### config.mk
export PLATFORM = sky130hd
export DESIGN_NAME = sma_cell
export DESIGN_NICKNAME = d
export VERILOG_FILES = /design/src/sv/sma_pkg.sv /design/src/sv/sma_cell.sv
export SDC_FILE = /design/constraint.sdc
export NUM_CORES = 1
export LEC_CHECK = 0
export BUFFER_PORTS_ARGS = -buffer_cell sky130_fd_sc_hd__buf_2
export CAP_MARGIN = 10
export CORE_UTILIZATION = 37
export DETAILED_ROUTE_END_ITERATION = 16
export HOLD_SLACK_MARGIN = 0.05
export PLACE_DENSITY = 0.83
export SETUP_SLACK_MARGIN = 0.2
export SKIP_CTS_REPAIR_TIMING = 1
export SLEW_MARGIN = 25
export SYNTH_ARGS = -nofsm -noshare
export SYNTH_HDL_FRONTEND = slang
export SYNTH_SLANG_ARGS = --single-unit
### constraint.sdc
create_clock -name clk -period 1.66 [get_ports clk]
set_input_delay 0.415 -clock clk [delete_from_list [all_inputs] [get_ports clk]]
set_output_delay 0.415 -clock clk [all_outputs]
set_load 0.02 [all_outputs]
### src/sv/sma_pkg.sv
// Shared types and constants for the stack machine ALU: beat structs, word
// and error codes, cell shift controls and the sequencer state encoding.
// No dependencies.
`default_nettype none

package sma_pkg;

  localparam int DATA_W = 32;

  localparam logic [2:0] WORD_PUSH = 3'd0;
  localparam logic [2:0] WORD_DUP  = 3'd1;
  localparam logic [2:0] WORD_DROP = 3'd2;
  localparam logic [2:0] WORD_ADD  = 3'd3;
  localparam logic [2:0] WORD_SUB  = 3'd4;
  localparam logic [2:0] WORD_MUL  = 3'd5;
  localparam logic [2:0] WORD_DIV  = 3'd6;
  localparam logic [2:0] WORD_MOD  = 3'd7;

  localparam logic [1:0] ERR_OK    = 2'd0;
  localparam logic [1:0] ERR_UNDER = 2'd1;
  localparam logic [1:0] ERR_OVER  = 2'd2;
  localparam logic [1:0] ERR_DIVZ  = 2'd3;

  typedef struct packed {
    logic [2:0]               req_type;
    logic signed [DATA_W-1:0] literal_value;
  } in_beat_t;

  typedef struct packed {
    logic signed [DATA_W-1:0] top_value;
    logic [6:0]               stack_depth;
    logic [1:0]               error_code;
  } out_beat_t;

  // HOLD keeps the entry, SHIFT_IN takes the entry from the cell nearer the
  // top, SHIFT_OUT takes the entry from the cell further down.
  typedef enum logic [1:0] {
    CELL_HOLD,
    CELL_SHIFT_IN,
    CELL_SHIFT_OUT
  } cell_op_t;

  typedef struct packed {
    cell_op_t op_head;
    cell_op_t op_body;
  } cell_ctl_t;

  typedef enum logic [2:0] {
    S_IDLE,
    S_EXEC,
    S_DIV,
    S_DONE
  } sma_state_t;

endpackage

`default_nettype wire

### src/sv/sma_cell.sv
// One stack entry of the shift-register stack. Depends on sma_pkg for the
// cell control struct.
`default_nettype none

module sma_cell
  import sma_pkg::*;
#(
  parameter bit IS_HEAD = 1'b0
) (
  input  wire logic              clk,
  input  wire cell_ctl_t         ctl,
  input  wire logic [DATA_W-1:0] prev_data,
  input  wire logic [DATA_W-1:0] next_data,
  output logic      [DATA_W-1:0] data_r
);

  cell_op_t          op;
  logic [DATA_W-1:0] data_nxt;

  assign op = IS_HEAD ? ctl.op_head : ctl.op_body;

  always_comb begin
    case (op)
      CELL_SHIFT_IN:  data_nxt = prev_data;
      CELL_SHIFT_OUT: data_nxt = next_data;
      default:        data_nxt = data_r;
    endcase
  end

  always_ff @(posedge clk) begin
    data_r <= data_nxt;
  end

endmodule

`default_nettype wire

==> flow_summary_export.csv <==
group,metric,value,unit
power,power_frac_comb,0.228,
sta,fin_setup_tns,0,ns
floorplan,design.die.area,0.00438,mm^2
logic_synthesis,syn_area,0.00153,mm^2
logic_synthesis,syn-num-nets,141,
worst_setup_path,critPathKind,"reg -> out",
worst_setup_path,crit_buf_inv,1,
power,p_clk_frac,0.311,
clock_network,clkTransAtPathRegs,0.07,ns
finish,instances_no_fill,224,
power,powerDensity,1040,mW/mm^2
finish,fillers,318,
worst_setup_path,cpLargestDelayFamily,"flip-flops",
finish,top_regs,"data_r: 32 flops",
sta,finalSetupViolCount,0,
logic_synthesis,synth_top_family_by_area,"multiplexers",
drt,drtIter0Drc,58,
global_route,grt_pass1_vias,977,
power,cellLeakagePower,1.03,nW
finish,final_cell_area,0.00220,mm^2
power,peakVddDrop,627,uV
drt,drt_pre_antenna_iters,3,
drt,drc,0,
worst_setup_path,worst_ep_arrival_time,0.84,ns
clock_network,numCtsBuffers,5,
power,seqPwrFrac,0.462,
drt,drtAntennaViolNets,0,
power,internal_power,1.71,mW
sta,fin_crit_sh,0.756,
drt,wirelength,2.85,mm
sta,finalHoldViolations,0,
sta,slew_violations,0,
floorplan,core_area,0.00380,mm^2
drt,vias_per_cell,4.45,
clock_network,cts_root_buf,"clkbuf_8",
worst_setup_path,crit_chain,"buf_2",
worst_setup_path,cp_slowest_cell,"edfxtp_1",
clock_network,cts_sinks,32,
power,switching_share,0.250,
logic_synthesis,synth_area_per_cell,21.5,um^2
worst_setup_path,slowest_delay,0.39,ns
sta,fmax,797,MHz
finish,antenna_cells,0,
floorplan,die_y,66.2,um
global_route,grt_pass1_wl,4.28,mm
global_route,grt_usage,0.139,
placement,gp_congestion,0.671,
finish,areaGrowthSynthToFinish,44.0,%
flow_run,cap_viol_max_count,0,
sta,finalWorstPathRequiredPeriod,1.25,ns
sta,relSlewSlack,0.888,
power,switchingPower,0.572,mW
floorplan,initial_utilization,0.402,
clock_network,htreeDepth,2,
logic_synthesis,synthSimpleGateAreaFrac,0,
worst_setup_path,worstSetupStartpointType,"register",
logic_synthesis,postSynthCellCount,71,
logic_synthesis,synth_mux_area_frac,0.310,
worst_hold_path,hp-class,"in -> reg",
sta,rsz0062_at_grt,"false",
floorplan,io-pin-count,101,
logic_synthesis,synth_xor_area_frac,0,
floorplan,placementRows,22,
placement,place_area,0.00209,mm^2
finish,drive_gt1_frac,0.813,
finish,nNetsFinal,245,
logic_synthesis,yosysUniqueCellTypes,7,
logic_synthesis,synth_adder_area_share,0.00820,
drt,vias,996,
placement,dp.cells,216,
worst_setup_path,cp_max_fo,1,
placement,port_buffers,98,
logic_synthesis,synth_warnings,0,
finish,largest_register,"data_r",
global_route,overflow,0,
clock_network,cts_tree,"built",
finish,largest_reg_flops,32,
sta,worst_pin_slew,0.167,ns
drt,wire_per_inst,12.7,um
logic_synthesis,ys_ff_latch,32,
global_route,grt_max_degree,33,
logic_synthesis,synth-compound-area-share,0,
clock_network,clock_path_buffers,2,
worst_setup_path,cp-end-kind,"primary output",
worst_setup_path,cp.required,1.24,ns
global_route,grt_antenna_before_repair,0,
logic_synthesis,ys_seq_area_frac,0.630,
floorplan,die_w,66.2,um
run_status,status,"finished, final reports clean",
==> routing by layer <==
metal,vias to the layer above,part of all wire,global-route usage
met1,457,0.35,0.131
met4,0,0.017,0.0745
met5,-,0,0
li1,479,-,-
met2,56,0.57,0.272
met3,4,0.068,0.0310
==> path summary, 6_finish.rpt <==
kind    endpoint  slack (ns)  cells after the start    startpoint
max   data_r[17]        0.41                      1    data_r[17]
min    data_r[1]        0.43                      2  prev_data[1]
==> power groups by stage <==
stage	Sequential [mW]	Clock, mW	Combinational, mW
after floorplan	1.23	0	0.163
after global placement	1.07	0	0.521
after detailed placement	1.07	0	0.528
after CTS	1.06	0.733	0.530
after global routing	1.06	0.771	0.554
final	1.06	0.710	0.521
==> synth_stat cells <==
cell type | n | share of area
mux2_4 | 30 | 0.30
edfxtp_1 | 32 | 0.63
mux2_2 | 2 | 0.015
buf_12 | 3 | 0.039
buf_6 | 1 | 0.0074
ha_1 | 1 | 0.0082
inv_1 | 2 | 0.0049
==> metrics by stage <==
step	setup slack (ns)	power (mW)	utilization	hold slack, ns
after floorplan	0.168	1.39	-	0.632
after global placement	0.159	1.59	0.550	0.715
after detailed placement	0.127	1.60	0.550	0.718
after CTS	0.400	2.32	0.578	0.425
after global routing	0.380	2.39	0.578	0.422
final	0.406	2.29	0.578	0.432
==> logic make-up after synthesis <==
logic type,count (synthesis)
flops,32
mux,32
buf+inv,6
fa+ha+maj,1
==> layout by cell type, fill, tap and decap left out, drive strengths merged <==
cell and n:
buf 101, bufinv 1, clkbuf 6, clkinv 1, clkinvlp 1, edfxtp 32
ha 1, inv 1, mux2 32
==> cell type report <==
| class | instances | area, um^2 | area share |
|---|---|---|---|
| flip-flops and latches | 32 | 961 | 0.438 |
| repair buffers | 101 | 551 | 0.251 |
| multi-input cells | 33 | 498 | 0.227 |
| clock buffers | 6 | 72.6 | 0.0330 |
| well taps | 48 | 60.1 | 0.0274 |
| clock inverters | 2 | 35.0 | 0.0160 |
| inverters | 2 | 18.8 | 0.00855 |
No activity file was read; power rests on OpenSTA's default activity.
