--- config.mk ---
export PLATFORM = sky130hd
export DESIGN_NAME = sma_div
export DESIGN_NICKNAME = d
export VERILOG_FILES = /design/src/sv/sma_pkg.sv /design/src/sv/sma_div.sv
export SDC_FILE = /design/constraint.sdc
export NUM_CORES = 1
export LEC_CHECK = 0
export BUFFER_PORTS_ARGS = -buffer_cell sky130_fd_sc_hd__buf_2
export CAP_MARGIN = 40
export CORE_UTILIZATION = 30
export CTS_CLUSTER_SIZE = 28
export DETAILED_ROUTE_END_ITERATION = 12
export GPL_ROUTABILITY_DRIVEN = 0
export GPL_TIMING_DRIVEN = 0
export MAX_ROUTING_LAYER = met4
export SETUP_SLACK_MARGIN = 0.1
export SLEW_MARGIN = 20
export SYNTH_ARGS = -nofsm -noshare
export SYNTH_HDL_FRONTEND = slang
export SYNTH_SLANG_ARGS = --single-unit
--- constraint.sdc ---
create_clock -name clk -period 5.3 [get_ports clk]
set_input_delay 0.53 -clock clk [delete_from_list [all_inputs] [get_ports clk]]
set_output_delay 0.53 -clock clk [all_outputs]
set_load 0.02 [all_outputs]
--- src/sv/sma_pkg.sv ---
// Shared types and constants for the stack machine ALU: beat structs, word
// and error codes, cell shift controls and the sequencer state encoding.
// No dependencies.
`default_nettype none

package sma_pkg;

  localparam int DATA_W = 32;

  localparam logic [2:0] WORD_PUSH = 3'd0;
  localparam logic [2:0] WORD_DUP  = 3'd1;
  localparam logic [2:0] WORD_DROP = 3'd2;
  localparam logic [2:0] WORD_ADD  = 3'd3;
  localparam logic [2:0] WORD_SUB  = 3'd4;
  localparam logic [2:0] WORD_MUL  = 3'd5;
  localparam logic [2:0] WORD_DIV  = 3'd6;
  localparam logic [2:0] WORD_MOD  = 3'd7;

  localparam logic [1:0] ERR_OK    = 2'd0;
  localparam logic [1:0] ERR_UNDER = 2'd1;
  localparam logic [1:0] ERR_OVER  = 2'd2;
  localparam logic [1:0] ERR_DIVZ  = 2'd3;

  typedef struct packed {
    logic [2:0]               req_type;
    logic signed [DATA_W-1:0] literal_value;
  } in_beat_t;

  typedef struct packed {
    logic signed [DATA_W-1:0] top_value;
    logic [6:0]               stack_depth;
    logic [1:0]               error_code;
  } out_beat_t;

  // HOLD keeps the entry, SHIFT_IN takes the entry from the cell nearer the
  // top, SHIFT_OUT takes the entry from the cell further down.
  typedef enum logic [1:0] {
    CELL_HOLD,
    CELL_SHIFT_IN,
    CELL_SHIFT_OUT
  } cell_op_t;

  typedef struct packed {
    cell_op_t op_head;
    cell_op_t op_body;
  } cell_ctl_t;

  typedef enum logic [2:0] {
    S_IDLE,
    S_EXEC,
    S_DIV,
    S_DONE
  } sma_state_t;

endpackage

`default_nettype wire

--- src/sv/sma_div.sv ---
// Iterative signed divider, one quotient bit per cycle on magnitudes, with
// sign fix-up on the outputs. Depends on sma_pkg for the data width.
`default_nettype none

module sma_div
  import sma_pkg::*;
(
  input  wire logic              clk,
  input  wire logic              rst_n,
  input  wire logic              start,
  input  wire logic [DATA_W-1:0] dividend,
  input  wire logic [DATA_W-1:0] divisor,
  output logic                   done,
  output logic      [DATA_W-1:0] quotient,
  output logic      [DATA_W-1:0] remainder
);

  localparam int CNT_W = $clog2(DATA_W);

  logic              busy_r, busy_nxt;
  logic              done_r, done_nxt;
  logic [CNT_W-1:0]  cnt_r, cnt_nxt;
  logic [DATA_W-1:0] q_r, q_nxt;
  logic [DATA_W-1:0] rem_r, rem_nxt;
  logic [DATA_W-1:0] dvs_r, dvs_nxt;
  logic              neg_q_r, neg_q_nxt;
  logic              neg_r_r, neg_r_nxt;
  logic [DATA_W:0]   trial;

  assign trial = {rem_r, q_r[DATA_W-1]} - {1'b0, dvs_r};

  always_comb begin
    busy_nxt  = busy_r;
    done_nxt  = 1'b0;
    cnt_nxt   = cnt_r;
    q_nxt     = q_r;
    rem_nxt   = rem_r;
    dvs_nxt   = dvs_r;
    neg_q_nxt = neg_q_r;
    neg_r_nxt = neg_r_r;
    if (start) begin
      busy_nxt  = 1'b1;
      cnt_nxt   = '0;
      q_nxt     = dividend[DATA_W-1] ? (-dividend) : dividend;
      dvs_nxt   = divisor[DATA_W-1] ? (-divisor) : divisor;
      rem_nxt   = '0;
      neg_q_nxt = dividend[DATA_W-1] ^ divisor[DATA_W-1];
      neg_r_nxt = dividend[DATA_W-1];
    end else if (busy_r) begin
      if (!trial[DATA_W]) begin
        rem_nxt = trial[DATA_W-1:0];
        q_nxt   = {q_r[DATA_W-2:0], 1'b1};
      end else begin
        rem_nxt = {rem_r[DATA_W-2:0], q_r[DATA_W-1]};
        q_nxt   = {q_r[DATA_W-2:0], 1'b0};
      end
      cnt_nxt = cnt_r + CNT_W'(1);
      if (cnt_r == CNT_W'(DATA_W - 1)) begin
        busy_nxt = 1'b0;
        done_nxt = 1'b1;
      end
    end
  end

  always_ff @(posedge clk) begin
    if (!rst_n) begin
      busy_r <= 1'b0;
      done_r <= 1'b0;
    end else begin
      busy_r <= busy_nxt;
      done_r <= done_nxt;
    end
    cnt_r   <= cnt_nxt;
    q_r     <= q_nxt;
    rem_r   <= rem_nxt;
    dvs_r   <= dvs_nxt;
    neg_q_r <= neg_q_nxt;
    neg_r_r <= neg_r_nxt;
  end

  assign done      = done_r;
  assign quotient  = neg_q_r ? (-q_r) : q_r;
  assign remainder = neg_r_r ? (-rem_r) : rem_r;

endmodule

`default_nettype wire

==> metrics.yaml, run 1 <==
fin_ws_ps: 870.6
stdcell_area_um2: 9628
ios: 132
synth_adder_area_share_pct: 6.011
crit_type: "flop to primary output"
finalPower_uw: 2827
crit_required_ps: 4770
fin_skew_ps: 17.38
synth_flop_cell: "edfxtp_1"
clock-root-buffer: "clkbuf_16"
worstSetupStartpointType: "flop"
synthArstFlopShare_pct: 0
cp.arrival_ps: 3900
setup_tns_ps: 0
drc_errors: 0
synth-seq-cells: 105
cp_max_fo: 6
dp_slack_ps: 1140
start_util_pct: 30.58
synthCells: 942
switchingPower_uw: 1092
num_vias: 7408
synth_edf_count: 66
ys_warn_count: 0
synth-xor-area-share_pct: 16.04
synth.avg_cell_area_um2: 8.750
htreeDepth: 3
swShare_pct: 38.64
clk_path_buf_depth: 2
io_buffers: 131
syn-cell-area_um2: 8243
rsz0062_at_grt: "no"
dieWidth_um: 167.8
core_area_um2: 26950
drt-total-wl_um: 23030
drive_gt1_share_pct: 15.41
worst_pin_slew_ps: 855.4
max_freq_ghz: 0.2258
post-cts-setup-buffers: 0
ctsHoldBuffers: 0
synth_fp_nets: 1048
cts_tree: "built"
fillers: 2762
setup_viol: 0
cts_resized: 0
hold_viol: 0
die_y_um: 167.8
status: "completed"
ys_seq_area_share_pct: 33.52
drtIter0Drc: 503
ant_nets: 0
hold_class: "primary input to flop"
viasPerCell: 5.177
diodes: 0
die_area_um2: 28140
area_growth_pct: 16.80
row_count: 60
period_minus_slack_ps: 4429
synth_top_family_by_area: "compound AO/OA/AOI/OAI gates"
final-max-slew-violation-count: 0
power_density_nw_per_um2: 293.6
grt-ovfl-total: 0
fin_crit_sh_pct: 83.57
grt.total_usage_pct: 16.74
final_common_cell: "buf_2"
clkSinkCount: 105
pwr-share-seq_pct: 37.3
synth_cell_types: 55
post_dp_cell_area_um2: 9333
clkPwrFrac_pct: 24.2
grt_pass1_wl_um: 36020
wire_per_inst_um: 16.09
synth_simple_gate_area_share_pct: 15.57
peakVddDrop_mv: 0.1515
fin_nets: 1191
antenna_found_initial: 0
grt_pass1_vias: 6777
p_comb_share_pct: 38.4
worstSkewPairLatency_ps: 370
grt_max_degree: 36
clkTransAtPathRegs_ps: 70
layout_common_cells: "134 x buf_2, 107 x xnor2_1, 86 x nor2_1"
cap_viol_max_count: 0
fin_util_pct: 35.72
cts_made_buffers: 9
p_leak_uw: 0.003733
end_kind: "primary output"
intPower_uw: 1734
drt_pass1_iterations: 5
synth-compound-area-share_pct: 20.11
synthMuxAreaShare_pct: 4.326
dp_hpwl_um: 18350
slew_headroom_pct: 42.25
==> synthesized netlist by cell type, types with 3 or more instances <==
library cell,instances,area (um2)
a211oi_1,30,225.2
clkbuf_1,33,123.9
or3_1,12,75.07
inv_1,52,195.2
nand3b_1,3,22.52
nor2b_1,6,37.54
mux2_2,5,56.30
buf_2,3,15.01
nand2_1,74,277.8
xnor2_1,107,937.2
edfxtp_1,66,1982
and3_1,5,31.28
o41ai_1,19,166.4
ha_1,38,475.5
o31ai_1,34,255.2
a21oi_1,64,320.3
nand3_1,11,55.05
mux2i_1,30,300.3
o211ai_1,3,22.52
nor2_1,86,322.8
or4_4,3,33.78
nand4_1,7,43.79
or4_1,21,157.7
o21ai_0,62,310.3
buf_1,4,15.01
nor4_1,5,31.28
xor2_1,44,385.4
nor3_1,10,50.05
a21o_1,9,67.56
nand2b_1,15,93.84
o2111ai_1,3,26.28
o21a_1,7,52.55
dfxtp_1,39,780.8
==> logic make-up (layout without fill, tap and decap cells) <==
family / count (synthesis) / in the layout
and+or+nand+nor: 265 / 265
AOI/OAI and AO/OA: 253 / 253
xor gates and xnor gates: 151 / 151
DFF: 105 / 105
buffers and inverters: 94 / 242
adders and majority gates: 39 / 39
muxes: 35 / 35
==> worst paths after layout <==
kind	from	to	slack, ps	cells past startpoint
setup reg to reg	q_r[31]	rem_r[27]	1070	14
hold / removal	rst_n	busy_r	390	2
hold reg to reg	cnt_r[3]	cnt_r[3]	520	2
setup / recovery	rem_r[0]	remainder[26]	870	11
==> power groups by stage <==
stage,registers (uW),clock network [uW],logic [uW]
floorplan,1040,0,772
global placement,1070,0,1080
detailed placement,1070,0,1090
CTS,1050,699,1090
global route,1070,723,1190
finish,1060,684,1090
==> metrics by stage <==
step	std cells	hold WS, ps
floorplan	942	467.3
global placement	1414	485.1
detailed placement	1415	495.8
CTS	1431	375.5
global route	1431	390.2
finish	1431	388.8
==> critical path: stages (launching register included) <==
cell,delay (ps)
dfxtp_1,380
inv_1,150
ha_1,200
nand3_1,120
or3_1,440
or4_1,500
or4_4,460
or4_4,450
or2_4,300
o41ai_4,210
xnor2_1,150
buf_2,180
==> final cells by class <==
type,count,area [um2],share of cell area [%]
plain buffers,42,168.9,1.754
clock buffers,10,239.0,2.482
clock inverters,6,56.30,0.5848
inverters,52,195.2,2.027
multi-input cells,743,5116,53.14
flip-flops and latches,105,2763,28.69
well taps,341,426.7,4.431
repair buffers,132,663.1,6.888
==> routing by layer <==
| metal | routed length (um) | up-vias | global-route usage [%] |
|---|---|---|---|
| met5 | 0 | - | - |
| met4 | 765 | 0 | 7.180 |
| met3 | 914 | 45 | 1.513 |
| met2 | 10380 | 187 | 26.09 |
| met1 | 10970 | 3465 | 22.13 |
| li1 | - | 3711 | - |
==> sequential cells by signal, indices dropped and copies added (netlist names) <==
signal   cells
dvs_r       32
cnt_r        5
neg_r_r      1
done         1
q_r         32
busy_r       1
rem_r       32
neg_q_r      1
No activity file was read; power rests on OpenSTA's default activity.
==> run 2, diff against run 1 <==
--- a/config.mk
+++ b/config.mk
@@ -5,6 +5,7 @@
 export SDC_FILE = /design/constraint.sdc
 export NUM_CORES = 1
 export LEC_CHECK = 0
+export ABC_AREA = 1
 export BUFFER_PORTS_ARGS = -buffer_cell sky130_fd_sc_hd__buf_2
 export CAP_MARGIN = 40
 export CORE_UTILIZATION = 30
==> constraint.sdc (replaced) <==
create_clock -name clk -period 4.5 [get_ports clk]
set_input_delay 0.45 -clock clk [delete_from_list [all_inputs] [get_ports clk]]
set_output_delay 0.45 -clock clk [all_outputs]
set_load 0.02 [all_outputs]
==> run 2 against run 1 <==
Critical path depth is the same. Flip-flop and latch count is the same. Non-clock buffer count shrank 9. Total power shrank 2.6%. Synthesized cell count grew 70%. Count of clock-buffer cells in the layout grew 3. Final area grew 19%. Worst hold slack lost 90 ps. Final cell count grew 53%. Via count grew 38%. First-iteration DRC count grew 39%. Wire length grew 34%.
==> metrics.yaml, run 2 <==
ys_top_cells_by_area: "nand2_1 20%, edfxtp_1 20%, inv_1 12%, xor2_1 7.9%, dfxtp_1 7.9%"
dp_slack_ps: 1492  # +351.5 ps
top_regs: "dvs_r: 32 flops, q_r: 32 flops, rem_r: 32 flops"
setup_viol: 0  # unchanged
num_vias: 10250  # +38%
yosys.area.top_type: "nand2_1"
worstSetupStartpointType: "flop"
post-cts-setup-buffers: 0  # unchanged
hold_viol: 0  # unchanged
ctsHoldBuffers: 0  # unchanged
grt_max_degree: 36  # unchanged
final-max-slew-violation-count: 0  # unchanged
synth_cell_types: 41  # -25%
wire_per_inst_um: 14.12  # -12%
fin_skew_ps: 9.273  # -8.107 ps
drt-total-wl_um: 30930  # +34%
synthCells: 1601  # +70%
yosys-top-cells-count: "535 x nand2_1, 306 x inv_1, 137 x nor2_1, 121 x nand3_1, 90 x xor2_1"
grt-ovfl-total: 0  # unchanged
ios: 132  # unchanged
dp_cells: 2174  # +54%
die_y_um: 184.0  # +9.7%
ant_nets: 0  # unchanged
worstSkewPairLatency_ps: 370  # about the same
row_count: 66  # +10%
power_density_nw_per_um2: 240.8  # -18%
synth_edf_count: 66  # unchanged
grt_pass1_vias: 9502  # +40%
fin_crit_sh_pct: 76.45
fin_nets: 1849  # +55%
synthArstFlopShare_pct: 0  # unchanged
area_growth_pct: 15.13
period_minus_slack_ps: 3440
cts_made_buffers: 9  # unchanged
start_util_pct: 30.53  # -0.051 points
ys_warn_count: 0  # unchanged
yosys.area.top_type_share_pct: 20.21  # -3.8 points
drc_errors: 0  # unchanged
clkSinkCount: 105  # unchanged
hold_class: "primary input to flop"
synth.avg_cell_area_um2: 6.205  # -29%
rsz0062_at_grt: "no"
layout_common_cells: "535 x nand2_1, 305 x inv_1, 137 x nor2_1"
viasPerCell: 4.679  # -9.6%
io_buffers: 131  # unchanged
status: "completed"
synth-seq-cells: 105  # unchanged
drt_pass1_iterations: 7  # +2
diodes: 0  # unchanged
worst_pin_slew_ps: 806.9  # -48.44 ps
p_leak_uw: 0.006233  # +67%
slew_headroom_pct: 45.79  # +3.5 points
clock-root-buffer: "clkbuf_16"
core_area_um2: 32540  # +21%
dieWidth_um: 184.0  # +9.7%
setup_tns_ps: 0  # unchanged
die_area_um2: 33850  # +20%
htreeDepth: 3  # unchanged
grt.total_usage_pct: 19.27  # +2.5 points
fillers: 3584  # +30%
syn-cell-area_um2: 9935  # +21%
max_freq_ghz: 0.2907
drive_gt1_share_pct: 10.07  # -5.3 points
clkTransAtPathRegs_ps: 70  # about the same
dp_hpwl_um: 25920  # +41%
drtIter0Drc: 700  # +39%
ys_seq_area_share_pct: 27.81  # -5.7 points
grt_pass1_wl_um: 49180  # +37%
yosysMostFrequentCell: "nand2_1"
crit_type: "flop to primary output"
end_kind: "primary output"
fin_util_pct: 35.15  # -0.57 points
cp.arrival_ps: 2990  # -910 ps
cts_resized: 0  # unchanged
synth_fp_nets: 1707  # +63%
clk_path_buf_depth: 2  # unchanged
cap_viol_max_count: 0  # unchanged
layout.cells.non_filler: 2190  # +53%
cp_max_fo: 4  # -2
finalPower_uw: 2754  # -2.6%
cts_tree: "built"
crit_required_ps: 4050  # -720 ps
peakVddDrop_mv: 0.1507  # -0.52%
antenna_found_initial: 0  # unchanged
fin_ws_ps: 1060  # +189.2 ps
synth_flop_cell: "edfxtp_1"
final_common_cell: "nand2_1"
[run 2: metrics by stage]
stage / hold WS, ps / instance area [um2]
floorplan: 448.8 / 9935
finish: 298.6 / 11440
global placement: 472.6 / 11140
global route: 284.1 / 11440
detailed placement: 477.3 / 11140
CTS: 286.0 / 11440
[run 2: logic make-up (layout without fill, tap and decap cells)]
kind of cell             count (synthesis)  after routing  synth area share [%]
flip-flops                             105            105                 27.81
buffers and inverters                  344            491                 13.46
AO/OA/AOI/OAI                          122            122                 6.965
AND/OR/NAND/NOR                        878            878                 36.81
XOR/XNOR                               113            113                 9.962
adder cells (fa/ha/maj)                 39             39                 4.987
[run 2: worst max-delay path, cell delays in order, from the launching register on]
cell     delay, ps
dfxtp_1        370
inv_1          180
ha_1           190
nand3_1        130
nor2_1         170
nand2_1        120
nor2_1         310
nand3_1        170
o21ai_0        380
nand2_1        130
xor2_1         250
buf_2          210
[run 2: cell type report]
cell class,count,area (um2),area share [%]
Clock buffer,13,250.2,2.188
Timing Repair Buffer,131,655.6,5.732
Inverter,310,1164,10.17
Multi-Input combinational cell,1152,5834,51.01
Buffer,34,173.9,1.521
Clock inverter,3,43.79,0.3829
Sequential cell,105,2763,24.15
Tap cell,442,553.0,4.835
[run 2: layer usage]
metal  share of wire [%]  vias up  track usage [%]  routed length [um]
met4                 3.1        0            7.333                 972
met5                   0        -                -                   0
met1                  47     4612            25.21               14400
met2                  44      333            29.83               13760
met3                 5.8       48            2.892                1802
li1                    -     5255                -                   -
[run 2: final timing paths]
path           startpoint  cells past startpoint             to  slack (ps)
max              rem_r[0]                     11  remainder[28]        1060
min          dividend[31]                      1        neg_r_r         300
max reg2reg       q_r[31]                     18       rem_r[7]        1530
min reg2reg      rem_r[2]                      2       rem_r[2]         490
[run 2: where the power goes]
part / switching, uW / internal (uW)
sequential: 47.9 / 1110
clock: 357 / 448
combinational: 542 / 250
